$ cat src/design/les_pkg.sv
// shared types and constants for the largest empty square finder
// no dependencies; used by scoped names by every module of the block but les_ram
`default_nettype none

package les_pkg;

  // default grid limits
  localparam int MAX_COLS_DEF = 1024;
  localparam int MAX_ROWS_DEF = 4096;

  // row width register
  localparam int CFG_W         = 11;
  localparam int ROW_WIDTH_RST = 1;

  // input stream payload: cell_empty in bit 0, padded to a byte
  localparam int IN_W = 8;

  // per-request control flags carried from the scan counters to the cell unit
  typedef struct packed {
    logic last;       // final cell of the grid
    logic first_row;  // row counter is zero
    logic first_col;  // column counter is zero
    logic row_end;    // this cell closes its row
  } les_tag_t;

endpackage

`default_nettype wire

$ cat src/design/les_scan_ctrl.sv
// column and row counters that place each accepted cell in the grid
// depends on les_pkg (tag struct, register width)
`default_nettype none

module les_scan_ctrl #(
  parameter int MAX_COLS = les_pkg::MAX_COLS_DEF,
  parameter int MAX_ROWS = les_pkg::MAX_ROWS_DEF,
  localparam int CW = (MAX_COLS > 1) ? $clog2(MAX_COLS) : 1,
  localparam int RW = (MAX_ROWS > 1) ? $clog2(MAX_ROWS) : 1
) (
  input  wire logic                     clk,
  input  wire logic                     rst_n,
  input  wire logic                     accept,
  input  wire logic                     last,
  input  wire logic [les_pkg::CFG_W-1:0] row_width,
  output logic      [CW-1:0]            col_index,
  output logic      [RW-1:0]            row_index,
  output les_pkg::les_tag_t             tag
);

  logic [CW-1:0] col_index_r, col_index_nxt;
  logic [RW-1:0] row_index_r, row_index_nxt;
  logic [31:0]   col_p1;
  logic [31:0]   width_lim;
  logic          row_end;

  // effective row width: zero acts as one, clamp to the line buffer depth
  always_comb begin
    if (row_width == '0) begin
      width_lim = 32'd1;
    end else if (32'(row_width) > 32'(MAX_COLS)) begin
      width_lim = 32'(MAX_COLS);
    end else begin
      width_lim = 32'(row_width);
    end
    col_p1  = 32'(col_index_r) + 32'd1;
    row_end = (col_p1 >= width_lim);
  end

  // counter advance on each accepted request
  always_comb begin
    col_index_nxt = col_index_r;
    row_index_nxt = row_index_r;
    if (accept) begin
      if (last) begin
        col_index_nxt = '0;
        row_index_nxt = '0;
      end else if (row_end) begin
        col_index_nxt = '0;
        if (32'(row_index_r) < 32'(MAX_ROWS - 1)) begin
          row_index_nxt = row_index_r + RW'(1);
        end
      end else begin
        col_index_nxt = col_p1[CW-1:0];
      end
    end
  end

  always_ff @(posedge clk) begin
    if (!rst_n) begin
      col_index_r <= '0;
      row_index_r <= '0;
    end else begin
      col_index_r <= col_index_nxt;
      row_index_r <= row_index_nxt;
    end
  end

  // flags for the cell now at the input
  always_comb begin
    tag.last      = last;
    tag.first_row = (row_index_r == '0);
    tag.first_col = (col_index_r == '0);
    tag.row_end   = row_end;
  end

  assign col_index = col_index_r;
  assign row_index = row_index_r;

endmodule

`default_nettype wire

$ cat config.mk
export PLATFORM = sky130hd
export DESIGN_NAME = les_scan_ctrl
export DESIGN_NICKNAME = d
export VERILOG_FILES = /design/src/design/les_pkg.sv /design/src/design/les_scan_ctrl.sv
export SDC_FILE = /design/constraint.sdc
export NUM_CORES = 1
export LEC_CHECK = 0
export BUFFER_PORTS_ARGS = -buffer_cell sky130_fd_sc_hd__buf_2
export CORE_UTILIZATION = 51
export CTS_BUF_LIST = sky130_fd_sc_hd__clkbuf_8
export DETAILED_ROUTE_END_ITERATION = 8
export PLACE_DENSITY = 0.79
export SLEW_MARGIN = 20
export SYNTH_ARGS = -nofsm -noshare
export SYNTH_HDL_FRONTEND = slang
export SYNTH_SLANG_ARGS = --single-unit
$ cat constraint.sdc
create_clock -name clk -period 2.8 [get_ports clk]
set_clock_uncertainty 0.2 [all_clocks]
set_input_delay 0.28 -clock clk [delete_from_list [all_inputs] [get_ports clk]]
set_output_delay 0.28 -clock clk [all_outputs]
set_load 0.05 [all_outputs]
==> results.toml <==
[yosys]
yosys_most_used_dff = "dfxtp_1"
ys_top_cells_by_area = "dfxtp_1 (24%), ha_1 (10%), nand3_1 (6.2%)"
synth.distinct_cells = 50
yosys_warnings = 0
syn_nets = 265
synth_area_sq_um = 1871
seq_area_frac_synth = 0.2355
synth_cells = 235
synth_seq_cells = 22
yosysTopAreaCell = "dfxtp_1"
synth-edff-count = 0
synthArstFlopShare = 0
avgSynthCellArea_sq_um = 7.960
synth_top_area_frac = 0.2355

[global_routing]
grt_antenna_before_repair = 0
grt_pass1_wl_mm = 8.673
overflow = 0
grt_start_max_net_pins = 26
grt_pass1_vias = 1870
grt_usage = 0.2748

[placed_design]
post-place-ws_ps = -134.0
port_buffers = 40
place_hpwl_mm = 3.293
gp_congestion = 0.8301

[timing]
layout_min_cycle_time_ps = 3042
fin_worst_hold_slack_ps = 226.7
slew_headroom = 0.4070
worst_slack_ps = -242.1
rsz0062_at_grt = "true"
slew_violations = 0
hold_viol_final = 0
tightest_slew_ps = 886.5
timing.fmax_mhz = 328.7
final.period_utilization = 1.086
setup_viol = 21

[route]
wl_mm = 6.410
drt-initial-drc-count = 211
vias_per_cell = 6.506
vias = 2212
dr.pass1.iters = 5
ant_nets = 0
drc = 0
wire_per_inst_microns = 18.85

[cells_and_area]
insertedDiodeCount = 0
drive_above_1_share = 0.4422
n_fill_cell = 203
syn2layout_area_growth_pct = 44.15
fin_nets = 325

[worst_hold_path]
hold_end = "row_index[5]"
hold_class = "in -> reg"
min_from = "accept"
worstHoldPathCells = 3

[power]
power_density_nw_per_um2 = 267.3
switching_share = 0.3098
p_sw_mw = 0.2233
p_comb_frac = 0.223
clkPwrFrac = 0.345
power_leakage_nw = 1.202
max-vdd-ir-drop_mv = 0.2360
pwr-share-seq = 0.432
internal-power_mw = 0.4974

[critical_path]
r2r_slack_ps = -220
worstRegToRegCells = 13
arrival_ps = 2560
cp_max_fo = 8
crit_path_end_kind = "output port"
r2r-start = "col_index[4]"
worstSetupStartpointType = "flop"
slowest_delay_ps = 400
path_class = "reg -> out"
cp_slowest_cell = "dfxtp_4"
r2r-end = "row_index[7]"
crit_chain = "nand4_1 -> nor2_2 -> nand2_2 -> xnor2_2 -> ha_1 -> a21o_1 -> a21oi_2 -> nor3b_4 -> buf_12 -> inv_4 -> buf_8"
worstPathRequired_ps = 2320

[cts]
cts_num_sinks = 22
clk_latency_ps = 270
path_clk_slew_ps = 90
htree_levels = 1
cts_root_buf = "clkbuf_8"
cts_buffers = 3
cts_tree = "done"
cts_buffer_depth = 2

[run_status]
violations = "setup timing"
status = "complete, but fails checks"

[floorplanning]
rows = 21
chipHeight_microns = 62.56
die-area_sq_um = 3914
start_util = 0.5476
core_area_sq_um = 3416
boundaryPins = 41
die_w_microns = 62.56

[flow_run]
drv_cap = 0
stage by stage:
stage	cell area, sq um	util	power (mW)	TNS (ps)	std cells
6_report	2696	0.7894	0.7207	-1823	340
5_1_grt	2696	0.7894	0.7391	-3706	340
4_1_cts	2430	0.7114	0.6893	-641.1	330
3_5_place_dp	2181	0.6385	0.4328	-292.3	316
3_3_place_gp	2181	0.6385	0.4311	-59.15	316
2_1_floorplan	1934	-	0.4032	-77.88	235
critical path: cells and delay by family, from the launching register on:
family	cells	cell delay (ps)
AO/OA/AOI/OAI	2	380
buffers and inverters	3	340
XOR/XNOR	1	150
adder cells (fa/ha/maj)	1	330
flip-flops	1	400
AND/OR/NAND/NOR	4	690
final cells by class:
type                       instances  area (sq um)  area share
multi-input combinational        185          1564      0.5800
timing repair buffer              73         513.0      0.1903
sequential                        22         466.7      0.1731
tap                               46         57.56     0.02135
clock buffer                       4         55.05     0.02042
inverter                          10         40.04     0.01485
flip-flops by register name, indices dropped and copies added (netlist names):
register   cells
row_index     12
col_index     10
synth_stat cells (3+ instances only):
cell and number:
nand2_1 24, nand3_1 23, dfxtp_1 22, ha_1 15
nor2_1 15, clkbuf_1 11, nand2b_1 10, nand4_1 10
inv_1 9, nor4_1 8, nand3b_1 6, nand4b_1 6
xnor2_1 6, a31oi_1 5, and3_1 5, o211ai_1 4
or3_1 4, a21boi_0 3, a21oi_1 3, and3b_1 3
or4_1 3
routing by layer:
| metal | track usage | vias up | wire [microns] |
|---|---|---|---|
| li1 | - | 993 | - |
| met4 | 0.07849 | 0 | 248 |
| met2 | 0.4647 | 145 | 3033 |
| met5 | 0 | - | 0 |
| met3 | 0.04380 | 35 | 498 |
| met1 | 0.3580 | 1039 | 2629 |
worst max path at each step:
stage                  from       endpoint  slack (ps)  depth (start not counted)
3_5_place_dp   col_index[0]  row_index[11]        -130                         11
3_3_place_gp   col_index[0]   row_index[9]         -50                         11
4_1_cts        col_index[0]         tag[0]        -130                         11
6_report       col_index[4]         tag[0]        -240                         11
5_1_grt        col_index[1]         tag[0]        -310                         12
2_1_floorplan  col_index[0]         tag[0]         -80                         12
cell families after synthesis:
logic type	Yosys count	synth area share
adders and majority gates	15	0.1003
DFF	22	0.2355
muxes	2	0.01070
and+or+nand+nor	128	0.4020
AOI/OAI and AO/OA	32	0.1358
buffers and inverters	28	0.07826
xor gates and xnor gates	8	0.03746
timing repair:
item | in CTS | in global routing
hold buffers | 0 | 0
endpoints found under the setup margin | 7 | 23
setup buffers | 10 | 11
resized for setup | 20 | 33
hold endpoints to repair | 0 | 0
cloned | 1 | 0
pin swaps | 25 | 26
placed cells by master, fill, tap and decap left out, types with 5 or more instances in the layout:
cell       n
dfxtp_1   13
nand2_1   23
nand3b_1   6
nor2_1    11
nand4_1   10
inv_1      6
buf_4     26
nand3_1   19
dfxtp_4    6
and3_1     5
buf_2     39
nand2b_1   9
nand4b_1   6
ha_1      11
a31oi_1    5
power by group through the flow:
stage	Combinational, mW	Sequential (mW)	Clock (mW)
2_1_floorplan	0.0792	0.324	0
3_3_place_gp	0.112	0.319	0
3_5_place_dp	0.113	0.319	0
4_1_cts	0.130	0.312	0.247
5_1_grt	0.168	0.312	0.259
6_report	0.161	0.312	0.249
Power figures use the tool's default switching activity.
