File: src/design/les_pkg.sv
// shared types and constants for the largest empty square finder
// no dependencies; used by scoped names by every module of the block but les_ram
`default_nettype none

package les_pkg;

  // default grid limits
  localparam int MAX_COLS_DEF = 1024;
  localparam int MAX_ROWS_DEF = 4096;

  // row width register
  localparam int CFG_W         = 11;
  localparam int ROW_WIDTH_RST = 1;

  // input stream payload: cell_empty in bit 0, padded to a byte
  localparam int IN_W = 8;

  // per-request control flags carried from the scan counters to the cell unit
  typedef struct packed {
    logic last;       // final cell of the grid
    logic first_row;  // row counter is zero
    logic first_col;  // column counter is zero
    logic row_end;    // this cell closes its row
  } les_tag_t;

endpackage

`default_nettype wire

File: src/design/les_cell_unit.sv
// square size recurrence and running maximum, one cell per cycle unless stalled
// depends on les_pkg (tag struct); reads the line buffer data from les_ram
`default_nettype none

module les_cell_unit #(
  parameter int MAX_COLS = les_pkg::MAX_COLS_DEF,
  parameter int MAX_ROWS = les_pkg::MAX_ROWS_DEF,
  localparam int SW = $clog2(MAX_COLS + 1),
  localparam int CW = (MAX_COLS > 1) ? $clog2(MAX_COLS) : 1,
  localparam int RW = (MAX_ROWS > 1) ? $clog2(MAX_ROWS) : 1
) (
  input  wire logic              clk,
  input  wire logic              rst_n,
  input  wire logic              accept,
  input  wire logic              cell_empty,
  input  wire les_pkg::les_tag_t tag,
  input  wire logic [CW-1:0]     col_in,
  input  wire logic [RW-1:0]     row_in,
  input  wire logic              stall,
  input  wire logic [SW-1:0]     up_size,
  output logic                   busy_last,
  output logic      [CW-1:0]     cur_col,
  output logic                   buf_we,
  output logic      [SW-1:0]     buf_wdata,
  output logic                   res_valid,
  output logic      [SW-1:0]     res_size,
  output logic      [RW-1:0]     res_row,
  output logic      [CW-1:0]     res_col
);

  // stage register for the cell under work
  logic              s1_valid_r;
  logic              s1_empty_r;
  les_pkg::les_tag_t s1_tag_r;
  logic [CW-1:0]     s1_col_r;
  logic [RW-1:0]     s1_row_r;

  // scan state
  logic [SW-1:0] left_size_r, left_size_nxt;
  logic [SW-1:0] diag_size_r, diag_size_nxt;
  logic [SW-1:0] max_size_r,  max_size_nxt;
  logic [RW-1:0] max_row_r,   max_row_nxt;
  logic [CW-1:0] max_col_r,   max_col_nxt;

  logic          s1_fire;
  logic [SW-1:0] min_lu;
  logic [SW-1:0] min3;
  logic [SW-1:0] size;
  logic [SW-1:0] best_size;
  logic [RW-1:0] best_row;
  logic [CW-1:0] best_col;

  assign s1_fire = s1_valid_r && !stall;

  // stage load; hold while the result register is blocked
  always_ff @(posedge clk) begin
    if (!rst_n) begin
      s1_valid_r <= 1'b0;
    end else if (accept) begin
      s1_valid_r <= 1'b1;
    end else if (s1_fire) begin
      s1_valid_r <= 1'b0;
    end
  end

  always_ff @(posedge clk) begin
    if (accept) begin
      s1_empty_r <= cell_empty;
      s1_tag_r   <= tag;
      s1_col_r   <= col_in;
      s1_row_r   <= row_in;
    end
  end

  // size: obstacle 0, edge cell 1, else smallest neighbour plus one
  always_comb begin
    min_lu = (left_size_r < up_size) ? left_size_r : up_size;
    min3   = (min_lu < diag_size_r) ? min_lu : diag_size_r;
    if (!s1_empty_r) begin
      size = '0;
    end else if (s1_tag_r.first_row || s1_tag_r.first_col) begin
      size = SW'(1);
    end else begin
      size = min3 + SW'(1);
    end
  end

  // first maximum in scan order wins, so only a strictly larger size replaces it
  always_comb begin
    if (size > max_size_r) begin
      best_size = size;
      best_row  = s1_row_r;
      best_col  = s1_col_r;
    end else begin
      best_size = max_size_r;
      best_row  = max_row_r;
      best_col  = max_col_r;
    end
  end

  // scan state update
  always_comb begin
    left_size_nxt = left_size_r;
    diag_size_nxt = diag_size_r;
    max_size_nxt  = max_size_r;
    max_row_nxt   = max_row_r;
    max_col_nxt   = max_col_r;
    if (s1_fire) begin
      if (s1_tag_r.last) begin
        left_size_nxt = '0;
        diag_size_nxt = '0;
        max_size_nxt  = '0;
        max_row_nxt   = '0;
        max_col_nxt   = '0;
      end else begin
        max_size_nxt = best_size;
        max_row_nxt  = best_row;
        max_col_nxt  = best_col;
        if (s1_tag_r.row_end) begin
          left_size_nxt = '0;
          diag_size_nxt = '0;
        end else begin
          left_size_nxt = size;
          diag_size_nxt = up_size;
        end
      end
    end
  end

  always_ff @(posedge clk) begin
    if (!rst_n) begin
      left_size_r <= '0;
      diag_size_r <= '0;
      max_size_r  <= '0;
      max_row_r   <= '0;
      max_col_r   <= '0;
    end else begin
      left_size_r <= left_size_nxt;
      diag_size_r <= diag_size_nxt;
      max_size_r  <= max_size_nxt;
      max_row_r   <= max_row_nxt;
      max_col_r   <= max_col_nxt;
    end
  end

  // line buffer write-back and result
  assign buf_we    = s1_fire;
  assign buf_wdata = size;
  assign cur_col   = s1_col_r;
  assign busy_last = s1_valid_r && s1_tag_r.last;
  assign res_valid = s1_fire && s1_tag_r.last;
  assign res_size  = best_size;
  assign res_row   = best_row;
  assign res_col   = best_col;

endmodule

`default_nettype wire

File: config.mk
export PLATFORM = sky130hd
export DESIGN_NAME = les_cell_unit
export DESIGN_NICKNAME = d
export VERILOG_FILES = /design/src/design/les_pkg.sv /design/src/design/les_cell_unit.sv
export SDC_FILE = /design/constraint.sdc
export NUM_CORES = 1
export LEC_CHECK = 0
export ABC_AREA = 0
export BUFFER_PORTS_ARGS = -buffer_cell sky130_fd_sc_hd__buf_2
export CORE_ASPECT_RATIO = 1.1
export CORE_MARGIN = 3
export CORE_UTILIZATION = 60
export DETAILED_ROUTE_END_ITERATION = 8
export GPL_ROUTABILITY_DRIVEN = 1
export PLACE_DENSITY_LB_ADDON = 0.2
export SETUP_SLACK_MARGIN = 0.15
export SYNTH_ARGS = -nofsm -noshare
export SYNTH_HDL_FRONTEND = slang
export SYNTH_SLANG_ARGS = --single-unit
File: constraint.sdc
create_clock -name clk -period 16.65 [get_ports clk]
set_clock_uncertainty 0.2 [all_clocks]
set_input_delay 1.665 -clock clk [delete_from_list [all_inputs] [get_ports clk]]
set_output_delay 1.665 -clock clk [all_outputs]
set_load 0.01 [all_outputs]
==> flow_summary.ini <==
[grt]
antenna_found_initial = 0
largest_net_degree_at_the_start_of_global_routing = 98
total_track_usage_pct = 26.81
first_global_vias = 4565
grt_first_pass_wirelength_um = 21660
grt-ovfl-total = 0

[power]
power.density_cell_area_nw_per_um2 = 78.75
p_leak_nw = 2.409
ir_worst_vdd_mv = 0.06222

[route]
drt-vias-per-instance = 6.043
detail_route.drc_violations = 0
aggregate_routed_wire_length_um = 13030
avgRoutedWirePerCell_um = 16.89
ant_nets = 0
drt_first_iter_violations = 314
first_pass_iters = 7
detailroute.via_count = 4659

[clocking]
ctsRootBufferMaster = sky130_fd_sc_hd__clkbuf_8
worstSkewPairLatency_ns = 0.35
cts_tree = done
numClockSinks = 83
post_cts_hold_buffer_count = 0
cts_made_buffers = 9
postCtsSetupBuffers = 0
clkSlewWorstSetupHoldPaths_ns = 0.08
htree_levels = 3
post_cts_resize_count = 0
clock_path_buffers = 2

[place]
gp_routability_congestion = 0.9597
dpl-instance-area_um2 = 5768
placement.io_buffers = 98
place.detailed.instances = 755
hpwlAfterDp_um = 9208

[synth]
post-synth-top-area-cell = sky130_fd_sc_hd__dfxtp_1
synthesis.instances = 577
synth_largest_type_area_fraction_pct = 21.35
syn-num-nets = 649
netlist_area_um2 = 5251
synth.yosys.seq_area_share_pct = 36.79
yosys_most_used_dff = sky130_fd_sc_hd__dfxtp_1
synth_enable_flop_cells = 27
synth_seq_cells = 83
synth-async-reset-ratio_pct = 0
avgSynthCellArea_um2 = 9.101
netlist-cell-type-count = 56
synth_top_cells_by_area = sky130_fd_sc_hd__dfxtp_1 21%, sky130_fd_sc_hd__edfxtp_1 15%, sky130_fd_sc_hd__ha_1 7.1%
yosysWarningCount = 0

[die]
floorplan.die_area_um2 = 9912
die_w_um = 95.20
core.rowCount = 35
die_h_um = 104.1
initial_core_util_pct = 62.13
design.core.area_um2 = 8452
ios = 99

[sta]
fmax_mhz = 89.31
relSlewSlack_pct = 42.31
setup-tns-final_ns = 0
timing.final.hold_violations = 0
slew_worst_pin_ns = 0.8653
grt_setup_unrepaired = no
finalCritPeriodShare_pct = 67.25
setup_viol = 0
fin_crit_ns = 11.20
timing_max_transition_violations_final = 0

[cells_and_area]
mostFrequentLayoutCell = sky130_fd_sc_hd__buf_2
num-nets-final = 727
stdcell_count = 771
design_area_um2 = 5969
layout-area-overhead-vs-synth_pct = 13.68
post_route_cells_drive_above_1_share_pct = 24.55
antenna-diode-count = 0
layout.cells.most_common_list = 98 x sky130_fd_sc_hd__buf_2, 56 x sky130_fd_sc_hd__dfxtp_1, 47 x sky130_fd_sc_hd__a21oi_1, 44 x sky130_fd_sc_hd__a22oi_1, 41 x sky130_fd_sc_hd__nor2_1

[critical_path]
crit_path_start = up_size[9]
worst_ep_required_time_ns = 14.78
worstSetupEndpoint = res_row[11]
arrival_ns = 9.33
worstSetupEndpointType = output pin
start_kind = input port
critical_path.reg2reg.endpoint = max_col_r[4]
critical-path-slowest-cell = sky130_fd_sc_hd__buf_4
worst_r2r_startpoint = left_size_r[9]
worst-path-max-fanout = 97
regToRegSetupSlack_ns = 8.64
critical-path-max-stage-delay_ns = 0.68
worstSetupPathType = in -> out
reg2reg_depth = 32
crit_path_frequent_cell = sky130_fd_sc_hd__a21oi_1

[run_status]
status = finished clean

[hold_path]
holdCritPathClass = reg -> reg
holdPathStages = 2
hold_path_origin = max_size_r[1]

[flow_run]
maxCapViolations = 0
-- area by class of cell --
cell class / instances / area [µm²]
clock buffers: 10 / 127.6
clock inverters: 6 / 73.82
fillers: 701 / 2482
inverters: 37 / 138.9
multi-input cells: 420 / 3023
flip-flops and latches: 83 / 1932
well taps: 111 / 138.9
repair buffers: 104 / 535.5
-- registers in the layout (all words and copies together), names as in the netlist --
| name | count |
|---|---|
| max_row_r | 12 |
| s1_row_r | 12 |
| diag_size_r | 11 |
| left_size_r | 11 |
| max_size_r | 11 |
| cur_col | 10 |
| max_col_r | 10 |
| s1_tag_r | 4 |
| s1_empty_r | 1 |
| s1_valid_r | 1 |
-- kinds of logic (layout without fill, tap and decap cells) --
family,count (synthesis),after routing,share of synthesized area (%)
AND/OR/NAND/NOR,186,186,20.32
AO/OA/AOI/OAI,155,155,20.21
flip-flops,83,83,36.79
buffers and inverters,74,157,5.790
multiplexers,34,34,7.243
adder cells (fa/ha/maj),30,30,7.148
XOR/XNOR,15,15,2.502
-- metrics by stage --
step	setup slack, ns	total power, mW	hold slack (ns)	util, %
floorplan	6.913	0.2979	0.2463	-
global placement	5.686	0.3228	0.2556	68.25
detailed placement	5.528	0.3256	0.2642	68.25
CTS	5.516	0.4728	0.2776	70.63
global route	4.828	0.4924	0.3273	70.63
finish	5.453	0.4701	0.2751	70.63
-- Yosys cell counts (19+ instances only) --
| cell type | number |
|---|---|
| sky130_fd_sc_hd__or3b_1 | 23 |
| sky130_fd_sc_hd__edfxtp_1 | 27 |
| sky130_fd_sc_hd__inv_1 | 36 |
| sky130_fd_sc_hd__nand3_1 | 19 |
| sky130_fd_sc_hd__clkbuf_1 | 27 |
| sky130_fd_sc_hd__dfxtp_1 | 56 |
| sky130_fd_sc_hd__nor3b_1 | 23 |
| sky130_fd_sc_hd__mux2_2 | 32 |
| sky130_fd_sc_hd__o21ai_0 | 20 |
| sky130_fd_sc_hd__a22oi_1 | 44 |
| sky130_fd_sc_hd__nor2_1 | 41 |
| sky130_fd_sc_hd__nand2_1 | 36 |
| sky130_fd_sc_hd__a21oi_1 | 47 |
| sky130_fd_sc_hd__ha_1 | 30 |
-- worst max-delay path: cells and delay by family --
family	cells	cell delay [ns]
fa+ha+maj	4	1.09
simple gates	10	2.26
compound gates	13	2.38
mux	2	0.85
buf+inv	5	1.05
-- metal layers --
metal	GRT usage [%]	vias to the layer above	share of wire [%]
met5	0	-	0
met4	9.691	0	2.5
met3	4.269	31	5.3
met2	45.37	137	51
met1	33.97	2201	41
li1	-	2290	-
-- power breakdown --
group | leakage [nW] | switching, mW | internal [mW]
registers | 0.716 | 0.00471 | 0.217
clock network | 0.0950 | 0.0774 | 0.0712
logic | 1.60 | 0.0596 | 0.0399
-- worst min-delay path by stage --
stage,end
final,max_size_r[1]
after global routing,max_size_r[1]
after CTS,max_size_r[1]
after detailed placement,max_size_r[1]
after global placement,max_size_r[1]
after floorplan,max_size_r[1]
(Power assumes the default switching activity.)
